===== config.mk =====
export PLATFORM = sky130hd
export DESIGN_NAME = poisson_variate_sampler_core
export DESIGN_NICKNAME = d
export VERILOG_FILES = /design/src/rtl/pvs_pkg.sv /design/src/rtl/pvs_mul.sv /design/src/rtl/pvs_div.sv /design/src/rtl/poisson_variate_sampler_core.sv
export SDC_FILE = /design/constraint.sdc
export NUM_CORES = 2
export LEC_CHECK = 0
export BUFFER_PORTS_ARGS = -buffer_cell sky130_fd_sc_hd__buf_2
export CELL_PAD_IN_SITES_DETAIL_PLACEMENT = 0
export CELL_PAD_IN_SITES_GLOBAL_PLACEMENT = 1
export CORE_MARGIN = 3
export CORE_UTILIZATION = 40
export DETAILED_ROUTE_END_ITERATION = 12
export PLACE_DENSITY = 0.63
export SETUP_SLACK_MARGIN = 0.4
export SLEW_MARGIN = 0
export SYNTH_ARGS = -nofsm -noshare
export SYNTH_HDL_FRONTEND = slang
export SYNTH_HIERARCHICAL = 1
export SYNTH_SLANG_ARGS = --single-unit

===== constraint.sdc =====
create_clock -name clk -period 23.8 [get_ports clk]
set_clock_uncertainty 0.15 [all_clocks]
set_input_delay 2.38 -clock clk [delete_from_list [all_inputs] [get_ports clk]]
set_output_delay 2.38 -clock clk [all_outputs]
set_load 0.02 [all_outputs]

===== src/rtl/pvs_pkg.sv =====
// Shared types and constants for the Poisson variate sampler.
package pvs_pkg;

  localparam int RATE_W    = 20;   // lambda, Q4.16
  localparam int EXP_W     = 40;   // e^lambda, Q24.16
  localparam int DRAW_W    = 10;   // draw in thousandths
  localparam int COUNT_W   = 8;    // sampled count
  localparam int VAL_W     = 64;   // term, sum and threshold width
  localparam int REG_FRAC  = 16;   // fraction bits of the config registers
  localparam int MUL_A_W   = 32;   // shared multiplier, wide operand
  localparam int MUL_B_W   = 20;   // shared multiplier, narrow operand
  localparam int MUL_P_W   = MUL_A_W + MUL_B_W;
  localparam int FULL_W    = MUL_P_W + MUL_A_W;  // 64x20 product
  localparam int DIVD_W    = 56;   // divider dividend width
  localparam int DIV_STEPS = 8;    // quotient bits per cycle

  localparam int DRAW_SCALE = 1000;
  localparam int TERM_SCALE = 10;
  localparam int COUNT_MAX  = 255;

  localparam int CFG_IDX_W = 2;
  localparam logic [CFG_IDX_W-1:0] CFG_RATE_MEAN   = 2'd0;
  localparam logic [CFG_IDX_W-1:0] CFG_EXP_OF_RATE = 2'd1;

  localparam logic [RATE_W-1:0] RATE_RESET = 20'd65536;
  localparam logic [EXP_W-1:0]  EXP_RESET  = 40'd178145;

  typedef enum logic [2:0] {
    S_IDLE,
    S_MLO,
    S_MHI,
    S_MACC,
    S_DIV,
    S_ADD,
    S_CHECK,
    S_OUT
  } state_t;

endpackage


===== src/rtl/pvs_mul.sv =====
// Shared registered unsigned multiplier.
module pvs_mul (
  input  logic                        clk,
  input  logic [pvs_pkg::MUL_A_W-1:0] a,
  input  logic [pvs_pkg::MUL_B_W-1:0] b,
  output logic [pvs_pkg::MUL_P_W-1:0] p
);

  always_ff @(posedge clk) begin
    p <= {{pvs_pkg::MUL_B_W{1'b0}}, a} * {{pvs_pkg::MUL_A_W{1'b0}}, b};
  end

endmodule


===== src/rtl/pvs_div.sv =====
// Iterative restoring divider, several quotient bits per cycle.
module pvs_div #(
  parameter int DIVR_W = 10
) (
  input  logic                       clk,
  input  logic                       rst,
  input  logic                       start,
  input  logic [pvs_pkg::DIVD_W-1:0] dividend,
  input  logic [DIVR_W-1:0]          divisor,
  output logic                       done,
  output logic [pvs_pkg::DIVD_W-1:0] quotient
);

  localparam int NCHUNK = pvs_pkg::DIVD_W / pvs_pkg::DIV_STEPS;
  localparam int CNT_W  = $clog2(NCHUNK + 1);

  logic [pvs_pkg::DIVD_W-1:0] quo, quo_next;
  logic [DIVR_W-1:0]          rem, rem_next;
  logic [DIVR_W-1:0]          dvs;
  logic [CNT_W-1:0]           cnt;
  logic                       run;

  // quo shifts dividend bits out at the top and quotient bits in at the bottom
  always_comb begin
    logic [DIVR_W:0] r_ext;
    logic [DIVR_W:0] diff;
    quo_next = quo;
    rem_next = rem;
    for (int i = 0; i < pvs_pkg::DIV_STEPS; i++) begin
      r_ext    = {rem_next, quo_next[pvs_pkg::DIVD_W-1]};
      diff     = r_ext - {1'b0, dvs};
      quo_next = {quo_next[pvs_pkg::DIVD_W-2:0], 1'b0};
      if (r_ext >= {1'b0, dvs}) begin
        rem_next    = diff[DIVR_W-1:0];
        quo_next[0] = 1'b1;
      end else begin
        rem_next = r_ext[DIVR_W-1:0];
      end
    end
  end

  always_ff @(posedge clk) begin
    if (rst) begin
      run  <= 1'b0;
      done <= 1'b0;
    end else begin
      done <= 1'b0;
      if (start) begin
        run <= 1'b1;
      end else if (run && cnt == CNT_W'(1)) begin
        run  <= 1'b0;
        done <= 1'b1;
      end
    end
  end

  always_ff @(posedge clk) begin
    if (start) begin
      quo <= dividend;
      rem <= '0;
      dvs <= divisor;
      cnt <= CNT_W'(NCHUNK);
    end else if (run) begin
      quo <= quo_next;
      rem <= rem_next;
      cnt <= cnt - CNT_W'(1);
    end
  end

  assign quotient = quo;

endmodule


===== src/rtl/poisson_variate_sampler_core.sv =====
// Poisson variate sampler top level: sequencer, datapath and config registers.
//
// Usage: each transfer on the input channel (in_valid/in_ready,
// uniform_draw) carries one uniform draw in thousandths and yields exactly one
// transfer on the output channel (out_valid/out_ready, event_count) holding a
// Poisson(lambda) count. lambda (Q4.16) and e^lambda (Q24.16) are written on
// the config channel (cfg_valid/cfg_ready, cfg_index, cfg_data) while idle;
// index 0 is rate_mean, index 1 is exp_of_rate, other indexes are dropped.
// Steps: the threshold (draw * e^lambda / 1000) takes two multiplier passes,
// an accumulate and a divide; each series term takes two passes, an accumulate,
// a divide (skipped when the term saturates), an add and a check; the result is
// loaded last. Terms share one 32x20 multiplier and one divider that retires 8
// quotient bits per cycle; these set the per-term cost. One item is in work
// at a time; in_ready is high only while the sequencer is idle.
// The result sits in an output register, so a new draw is taken while the
// previous count still waits; if the receiver stalls past the end of the
// next item, the sequencer holds in its final state until the register frees.
// Reset returns lambda to 1.0, e^lambda to about e, and clears out_valid.
module poisson_variate_sampler_core #(
  parameter int MIN_TERMS = 100,
  parameter int FRAC_BITS = 16
) (
  input  logic                          clk,
  input  logic                          rst,
  // input channel
  input  logic                          in_valid,
  output logic                          in_ready,
  input  logic [pvs_pkg::DRAW_W-1:0]    uniform_draw,
  // output channel
  output logic                          out_valid,
  input  logic                          out_ready,
  output logic [pvs_pkg::COUNT_W-1:0]   event_count,
  // config channel
  input  logic                          cfg_valid,
  output logic                          cfg_ready,
  input  logic [pvs_pkg::CFG_IDX_W-1:0] cfg_index,
  input  logic [pvs_pkg::EXP_W-1:0]     cfg_data
);

  localparam int CAP_MAX = (MIN_TERMS > 150) ? MIN_TERMS : 150;
  localparam int CAP_W   = $clog2(CAP_MAX + 1);
  localparam int DIVR_W  = (CAP_W > 10) ? CAP_W : 10;
  localparam int SH_L    = (FRAC_BITS >= pvs_pkg::REG_FRAC) ? FRAC_BITS - pvs_pkg::REG_FRAC : 0;
  localparam int SH_R    = (FRAC_BITS < pvs_pkg::REG_FRAC) ? pvs_pkg::REG_FRAC - FRAC_BITS : 0;
  localparam logic [pvs_pkg::VAL_W-1:0] ONE = pvs_pkg::VAL_W'(1) << FRAC_BITS;

  pvs_pkg::state_t state, state_next;

  // config registers
  logic [pvs_pkg::RATE_W-1:0] rate_mean;
  logic [pvs_pkg::EXP_W-1:0]  exp_of_rate;

  // per-item working registers
  logic [pvs_pkg::DRAW_W-1:0]  draw;
  logic                        thr_phase;   // 1 while forming the threshold
  logic [pvs_pkg::VAL_W-1:0]   term, sum, thr;
  logic [CAP_W-1:0]            k;
  logic [pvs_pkg::MUL_P_W-1:0] acc_lo;

  // shared units
  logic [pvs_pkg::MUL_A_W-1:0] mul_a;
  logic [pvs_pkg::MUL_B_W-1:0] mul_b;
  logic [pvs_pkg::MUL_P_W-1:0] mul_p;
  logic                        div_start, div_done;
  logic [pvs_pkg::DIVD_W-1:0]  div_dividend, div_quot;
  logic [DIVR_W-1:0]           div_divisor;

  logic [pvs_pkg::FULL_W-1:0]  full;
  logic                        term_ovf;
  logic [7:0]                  alt;
  logic [CAP_W-1:0]            cap;
  logic                        go_on;
  logic                        out_load;
  logic [pvs_pkg::VAL_W:0]     sum_add;
  logic [pvs_pkg::VAL_W-1:0]   quot_ext;
  logic [CAP_W-1:0]            cnt_m1;

  pvs_mul u_mul (
    .clk (clk),
    .a   (mul_a),
    .b   (mul_b),
    .p   (mul_p)
  );

  pvs_div #(
    .DIVR_W (DIVR_W)
  ) u_div (
    .clk      (clk),
    .rst      (rst),
    .start    (div_start),
    .dividend (div_dividend),
    .divisor  (div_divisor),
    .done     (div_done),
    .quotient (div_quot)
  );

  // ---------------- datapath ----------------
  // low partial product plus high partial product shifted up by 32
  assign full = {{pvs_pkg::MUL_A_W{1'b0}}, acc_lo} + {mul_p, {pvs_pkg::MUL_A_W{1'b0}}};
  // term * lambda does not fit in 64 bits: term saturates
  assign term_ovf = !thr_phase && (full[pvs_pkg::FULL_W-1:pvs_pkg::VAL_W] != '0);

  assign div_dividend = thr_phase ? full[pvs_pkg::DIVD_W-1:0]
                                  : pvs_pkg::DIVD_W'(full[pvs_pkg::VAL_W-1:pvs_pkg::REG_FRAC]);
  assign div_divisor  = thr_phase ? DIVR_W'(pvs_pkg::DRAW_SCALE) : DIVR_W'(k);
  assign quot_ext     = pvs_pkg::VAL_W'(div_quot);

  assign sum_add = {1'b0, sum} + {1'b0, term};

  // term cap: max(MIN_TERMS, 10 * floor(lambda)); 10x = 8x + 2x
  assign alt = ({4'd0, rate_mean[pvs_pkg::RATE_W-1:pvs_pkg::REG_FRAC]} << 3)
             + ({4'd0, rate_mean[pvs_pkg::RATE_W-1:pvs_pkg::REG_FRAC]} << 1);
  assign cap = (CAP_W'(alt) > CAP_W'(MIN_TERMS)) ? CAP_W'(alt) : CAP_W'(MIN_TERMS);

  assign go_on  = (k < cap) && (sum <= thr);
  assign cnt_m1 = k - CAP_W'(1);

  // ---------------- sequencer ----------------
  always_comb begin
    state_next = state;
    case (state)
      pvs_pkg::S_IDLE:  if (in_valid) state_next = pvs_pkg::S_MLO;
      pvs_pkg::S_MLO:   state_next = pvs_pkg::S_MHI;
      pvs_pkg::S_MHI:   state_next = pvs_pkg::S_MACC;
      pvs_pkg::S_MACC:  state_next = term_ovf ? pvs_pkg::S_ADD : pvs_pkg::S_DIV;
      pvs_pkg::S_DIV: begin
        if (div_done) state_next = thr_phase ? pvs_pkg::S_CHECK : pvs_pkg::S_ADD;
      end
      pvs_pkg::S_ADD:   state_next = pvs_pkg::S_CHECK;
      pvs_pkg::S_CHECK: state_next = go_on ? pvs_pkg::S_MLO : pvs_pkg::S_OUT;
      pvs_pkg::S_OUT:   if (!out_valid || out_ready) state_next = pvs_pkg::S_IDLE;
      default:          state_next = pvs_pkg::S_IDLE;
    endcase
  end

  always_comb begin
    in_ready  = 1'b0;
    div_start = 1'b0;
    out_load  = 1'b0;
    mul_a     = term[pvs_pkg::MUL_A_W-1:0];
    mul_b     = rate_mean;
    case (state)
      pvs_pkg::S_IDLE: in_ready = !rst;
      pvs_pkg::S_MLO: begin
        mul_a = thr_phase ? exp_of_rate[pvs_pkg::MUL_A_W-1:0] : term[pvs_pkg::MUL_A_W-1:0];
        mul_b = thr_phase ? pvs_pkg::MUL_B_W'(draw) : rate_mean;
      end
      pvs_pkg::S_MHI: begin
        mul_a = thr_phase ? pvs_pkg::MUL_A_W'(exp_of_rate[pvs_pkg::EXP_W-1:pvs_pkg::MUL_A_W])
                          : term[pvs_pkg::VAL_W-1:pvs_pkg::MUL_A_W];
        mul_b = thr_phase ? pvs_pkg::MUL_B_W'(draw) : rate_mean;
      end
      pvs_pkg::S_MACC: div_start = !term_ovf;
      pvs_pkg::S_OUT:  out_load = !out_valid || out_ready;
      default: ;
    endcase
  end

  always_ff @(posedge clk) begin
    if (rst) begin
      state <= pvs_pkg::S_IDLE;
    end else begin
      state <= state_next;
    end
  end

  // config registers; writes taken only while idle and out of reset
  assign cfg_ready = !rst && (state == pvs_pkg::S_IDLE);

  always_ff @(posedge clk) begin
    if (rst) begin
      rate_mean   <= pvs_pkg::RATE_RESET;
      exp_of_rate <= pvs_pkg::EXP_RESET;
    end else if (cfg_valid && cfg_ready) begin
      case (cfg_index)
        pvs_pkg::CFG_RATE_MEAN:   rate_mean   <= cfg_data[pvs_pkg::RATE_W-1:0];
        pvs_pkg::CFG_EXP_OF_RATE: exp_of_rate <= cfg_data;
        default: ;
      endcase
    end
  end

  // working registers
  always_ff @(posedge clk) begin
    case (state)
      pvs_pkg::S_IDLE: begin
        if (in_valid) begin
          draw      <= uniform_draw;
          thr_phase <= 1'b1;
          term      <= ONE;
          sum       <= ONE;
          k         <= CAP_W'(1);
        end
      end
      pvs_pkg::S_MHI:  acc_lo <= mul_p;
      pvs_pkg::S_MACC: if (term_ovf) term <= '1;
      pvs_pkg::S_DIV: begin
        if (div_done) begin
          if (thr_phase) begin
            thr       <= (quot_ext << SH_L) >> SH_R;
            thr_phase <= 1'b0;
          end else begin
            term <= quot_ext;
          end
        end
      end
      pvs_pkg::S_ADD: begin
        sum <= sum_add[pvs_pkg::VAL_W] ? '1 : sum_add[pvs_pkg::VAL_W-1:0];
        k   <= k + CAP_W'(1);
      end
      default: ;
    endcase
  end

  // output register
  always_ff @(posedge clk) begin
    if (rst) begin
      out_valid <= 1'b0;
    end else begin
      if (out_valid && out_ready) out_valid <= 1'b0;
      if (out_load) out_valid <= 1'b1;
    end
  end

  always_ff @(posedge clk) begin
    if (out_load) begin
      event_count <= (cnt_m1 > CAP_W'(pvs_pkg::COUNT_MAX)) ? '1 : cnt_m1[pvs_pkg::COUNT_W-1:0];
    end
  end

  // ---------------- assertions ----------------
  a_k_within_cap: assert property (@(posedge clk) disable iff (rst)
    (state != pvs_pkg::S_IDLE) |-> (k <= cap))
    else $error("term index ran past the cap");

  a_div_done_in_div: assert property (@(posedge clk) disable iff (rst)
    div_done |-> (state == pvs_pkg::S_DIV))
    else $error("divider finished outside the divide step");

  a_sum_at_least_one: assert property (@(posedge clk) disable iff (rst)
    (state == pvs_pkg::S_CHECK) |-> (sum >= ONE))
    else $error("running sum fell below one");

  a_accept_inits: assert property (@(posedge clk) disable iff (rst)
    (in_valid && in_ready) |=> (k == CAP_W'(1) && thr_phase && state == pvs_pkg::S_MLO))
    else $error("accepted draw did not start a fresh series");

  a_load_frees_slot: assert property (@(posedge clk) disable iff (rst)
    out_load |-> (!out_valid || out_ready))
    else $error("result overwrote a count not yet taken");

endmodule


==> results by group <==
Run status
  – Outcome: finished, final reports clean

Final layout
  – Utilization after layout: 0.4348
  – Layout fillers: 12,224
  – Area of the multi-input gates: 33,560 µm²
  – Area grow syn2layout: 7.325%
  – Final nets: 6,200
  – N_diodes: 0
  – Reg area: 12,290 µm²
  – Share of layout cells above drive strength 1: 0.08082

Global route
  – Initial antenna violation count: 7
  – First-pass GRT wire length: 244,600 µm
  – Vias in the first global route: 38,369
  – Gr ovfl total: 0
  – Global Route Usage Sum: 0.2522
  – Pin count of the biggest net entering global routing: 77

Clock tree
  – Cts bufs inserted: 52
  – TritonCTS clock tree: yes
  – Worst-Skew Late Latency: 0.66 ns
  – Hold_buf cts: 0
  – CTS root buffer: clkbuf_16
  – Clk pin slew, worst setup/hold paths: 0.06 ns
  – H-tree depth: 2
  – Clock buffer depth: 3
  – Sink Count: 453

Logic synthesis
  – Synth warn: 6
  – Cell area after synthesis: 49,640 µm²
  – Mapped Cells: 5,283
  – Ys flop type: edfxtp_1
  – Yosys reg bits: 453
  – Post-synth cell types: 107
  – Number of flops mapped to enable cells by yosys: 322
  – Syn nets: 6,281
  – Sequential share of the synthesized area: 0.2476
  – Post-Syn Area per Cell: 9.396 µm²
  – Ys async rst share: 0

Floorplanning
  – Row count: 128
  – Starting Density: 0.4051
  – Core area: 122,500 µm²
  – Die ar.: 128,400 µm²
  – Die width: 358.3 µm
  – Num ports: 68
  – Die height: 358.3 µm

Placed design
  – RePlAce Congestion: 0.9301
  – Placement Setup Slack: 2.200 ns
  – Dpl hpwl: 122,200 µm
  – Input/output buffers: 67

Timing
  – Final setup vio count: 0
  – Max frequency: 0.04638 GHz
  – Final worst path period need: 21.56 ns
  – Fin Setup TNS: 0 ns
  – Hold WS: 0.2926 ns
  – Period utilization: 0.9059
  – Slew margin rel.: 0.1872
  – RSZ-0062 raised after global routing: no
  – Final hold viol count: 0
  – Final Max Tran Viols: 0
  – Setup ws final: 2.239 ns
  – Slew @ Worst Pin: 1.219 ns

Route
  – Routed Antenna Nets: 0
  – Vias per cell: 5.438
  – First DRT Iteration DRCs: 2,848
  – Mean routed wirelength per cell: 23.35 µm
  – DRC violations left: 0
  – First-pass DRT Iterations: 6
  – Final WL: 160,500 µm
  – Via Count: 37,363

Critical path
  – Critical Path Slowest Stage Cell: nor3_1
  – Critical path peak fanout: 17
  – Required @ worst endpoint: 24.17 ns
  – Startpoint types: flop
  – Most common cell on crit path: o21ai_0
  – Critical Path AT: 21.93 ns
  – Max incr delay on CP: 0.75 ns
  – Setup crit end kind: flop
  – Critical setup path kind: reg -> reg

Hold path
  – Min-Delay Path Class: reg -> reg

Flow run
  – Max-cap violations: 0
[critical path, delay by kind of cell (launching register included)]
kind	cells	cell delay (ns)
mux	2	0.68
simple gates	18	4.28
compound gates	46	11.75
fa+ha+maj	8	2.76
buf+inv	6	1.10
flops	1	0.72
[flip-flops by register name, summed over array words and instances, names as in the netlist, 8 cells and up]
signal and cells:
sum 64, term 57, thr 56, u_div/quotient 56, acc_lo 52, u_mul/p 52, exp_of_rate 40, rate_mean 20
draw 10, u_div/dvs 10, u_div/rem 10, event_count 8, k 8
[Yosys cell counts, types with 17 or more instances]
library cell  number  area, µm²
inv_1            746       2800
nand2_1          681       2556
fa_1             547      10950
ha_1             394       4930
and2_1           332       2077
a21oi_1          323       1617
edfxtp_1         322       9669
clkbuf_1         232      870.8
nor2_1           170      638.1
a21o_1           164       1231
dfxtp_1          131       2623
o21ai_0          126      630.6
mux2_2           119       1340
xnor2_1          119       1042
xor2_1            82      718.2
nand3_1           69      345.3
nand4_1           59      369.1
nor3_1            47      235.2
nor2b_1           37      231.5
mux2i_1           36      360.4
a211oi_1          34      255.2
nand2b_1          33      206.5
and3_1            30      187.7
o21a_1            30      225.2
o21bai_1          30      225.2
a31oi_1           27      168.9
o211ai_1          26      195.2
nor4_1            21      131.4
or3_1             19      118.9
a211o_1           18      157.7
nand3b_1          17      127.6
[worst paths after layout]
path / from / to / slack [ns] / cells after the start
max: u_div/dvs[1]$_DFFE_PP_ / u_div/rem[1]$_SDFFE_PP0P_ / 2.24 / 80
min: u_mul/p[4]$_DFF_P_ / acc_lo[4]$_DFFE_PP_ / 0.29 / 0
max reg2reg: u_div/dvs[1]$_DFFE_PP_ / u_div/rem[1]$_SDFFE_PP0P_ / 2.24 / 80
min reg2reg: u_mul/p[4]$_DFF_P_ / acc_lo[4]$_DFFE_PP_ / 0.29 / 0
[cell usage in the layout, fill, tap and decap left out, types with 17 or more instances in the layout]
cell | netlist | layout
inv_1 | 746 | 744
nand2_1 | 681 | 681
fa_1 | 547 | 547
ha_1 | 394 | 394
a21oi_1 | 323 | 322
edfxtp_1 | 322 | 322
and2_1 | 332 | 321
nor2_1 | 170 | 167
a21o_1 | 164 | 164
dfxtp_1 | 131 | 131
o21ai_0 | 126 | 125
xnor2_1 | 119 | 119
mux2_2 | 119 | 119
xor2_1 | 82 | 82
nand3_1 | 69 | 69
buf_2 | 9 | 67
nand4_1 | 59 | 59
clkbuf_16 | 0 | 58
buf_4 | 3 | 56
nor3_1 | 47 | 46
nor2b_1 | 37 | 37
mux2i_1 | 36 | 36
a211oi_1 | 34 | 34
nand2b_1 | 33 | 32
o21bai_1 | 30 | 30
and3_1 | 30 | 29
o21a_1 | 30 | 29
a31oi_1 | 27 | 27
o211ai_1 | 26 | 26
nor4_1 | 21 | 21
or3_1 | 19 | 19
a211o_1 | 18 | 18
nand3b_1 | 17 | 17
[per-layer routing]
metal | routed length, µm | GRT usage | part of all wire
met5 | 13 | 0 | 0.000081
met4 | 4861 | 0.07075 | 0.030
met3 | 6794 | 0.02394 | 0.042
met2 | 77240 | 0.4267 | 0.48
met1 | 71550 | 0.3446 | 0.45
[logic make-up after synthesis]
group                    Yosys count  synth area share
AND/OR/NAND/NOR                 1576            0.1554
XOR/XNOR                         201           0.03547
adder cells (fa/ha/maj)          941            0.3199
flip-flops                       453            0.2476
buffers and inverters           1004           0.07756
multiplexers                     155           0.03426
AO/OA/AOI/OAI                    953            0.1297
[per-stage QoR]
step / instance area [µm²] / instances
after floorplan: 49640 / 5283
after global routing: 53270 / 6871
after global placement: 51440 / 6773
after detailed placement: 51440 / 6773
after CTS: 53270 / 6871
final: 53270 / 6871
[final cells by class]
cell class                      count  area share
Clock buffer                       67     0.02863
Clock inverter                     31    0.005684
Inverter                          746     0.05256
Multi-Input combinational cell   3826      0.6300
Sequential cell                   453      0.2307
Tap cell                         1625     0.03817
Timing Repair Buffer              123     0.01419
[what timing repair did]
item | in CTS | in global routing
setup endpoints to repair | 0 | 11
setup buffers | 0 | 0
resized for setup | 0 | 1
Power is left out: the tool's default activity adds up to more than one toggle a clock period on the data nets, which glitch-free logic cannot reach.
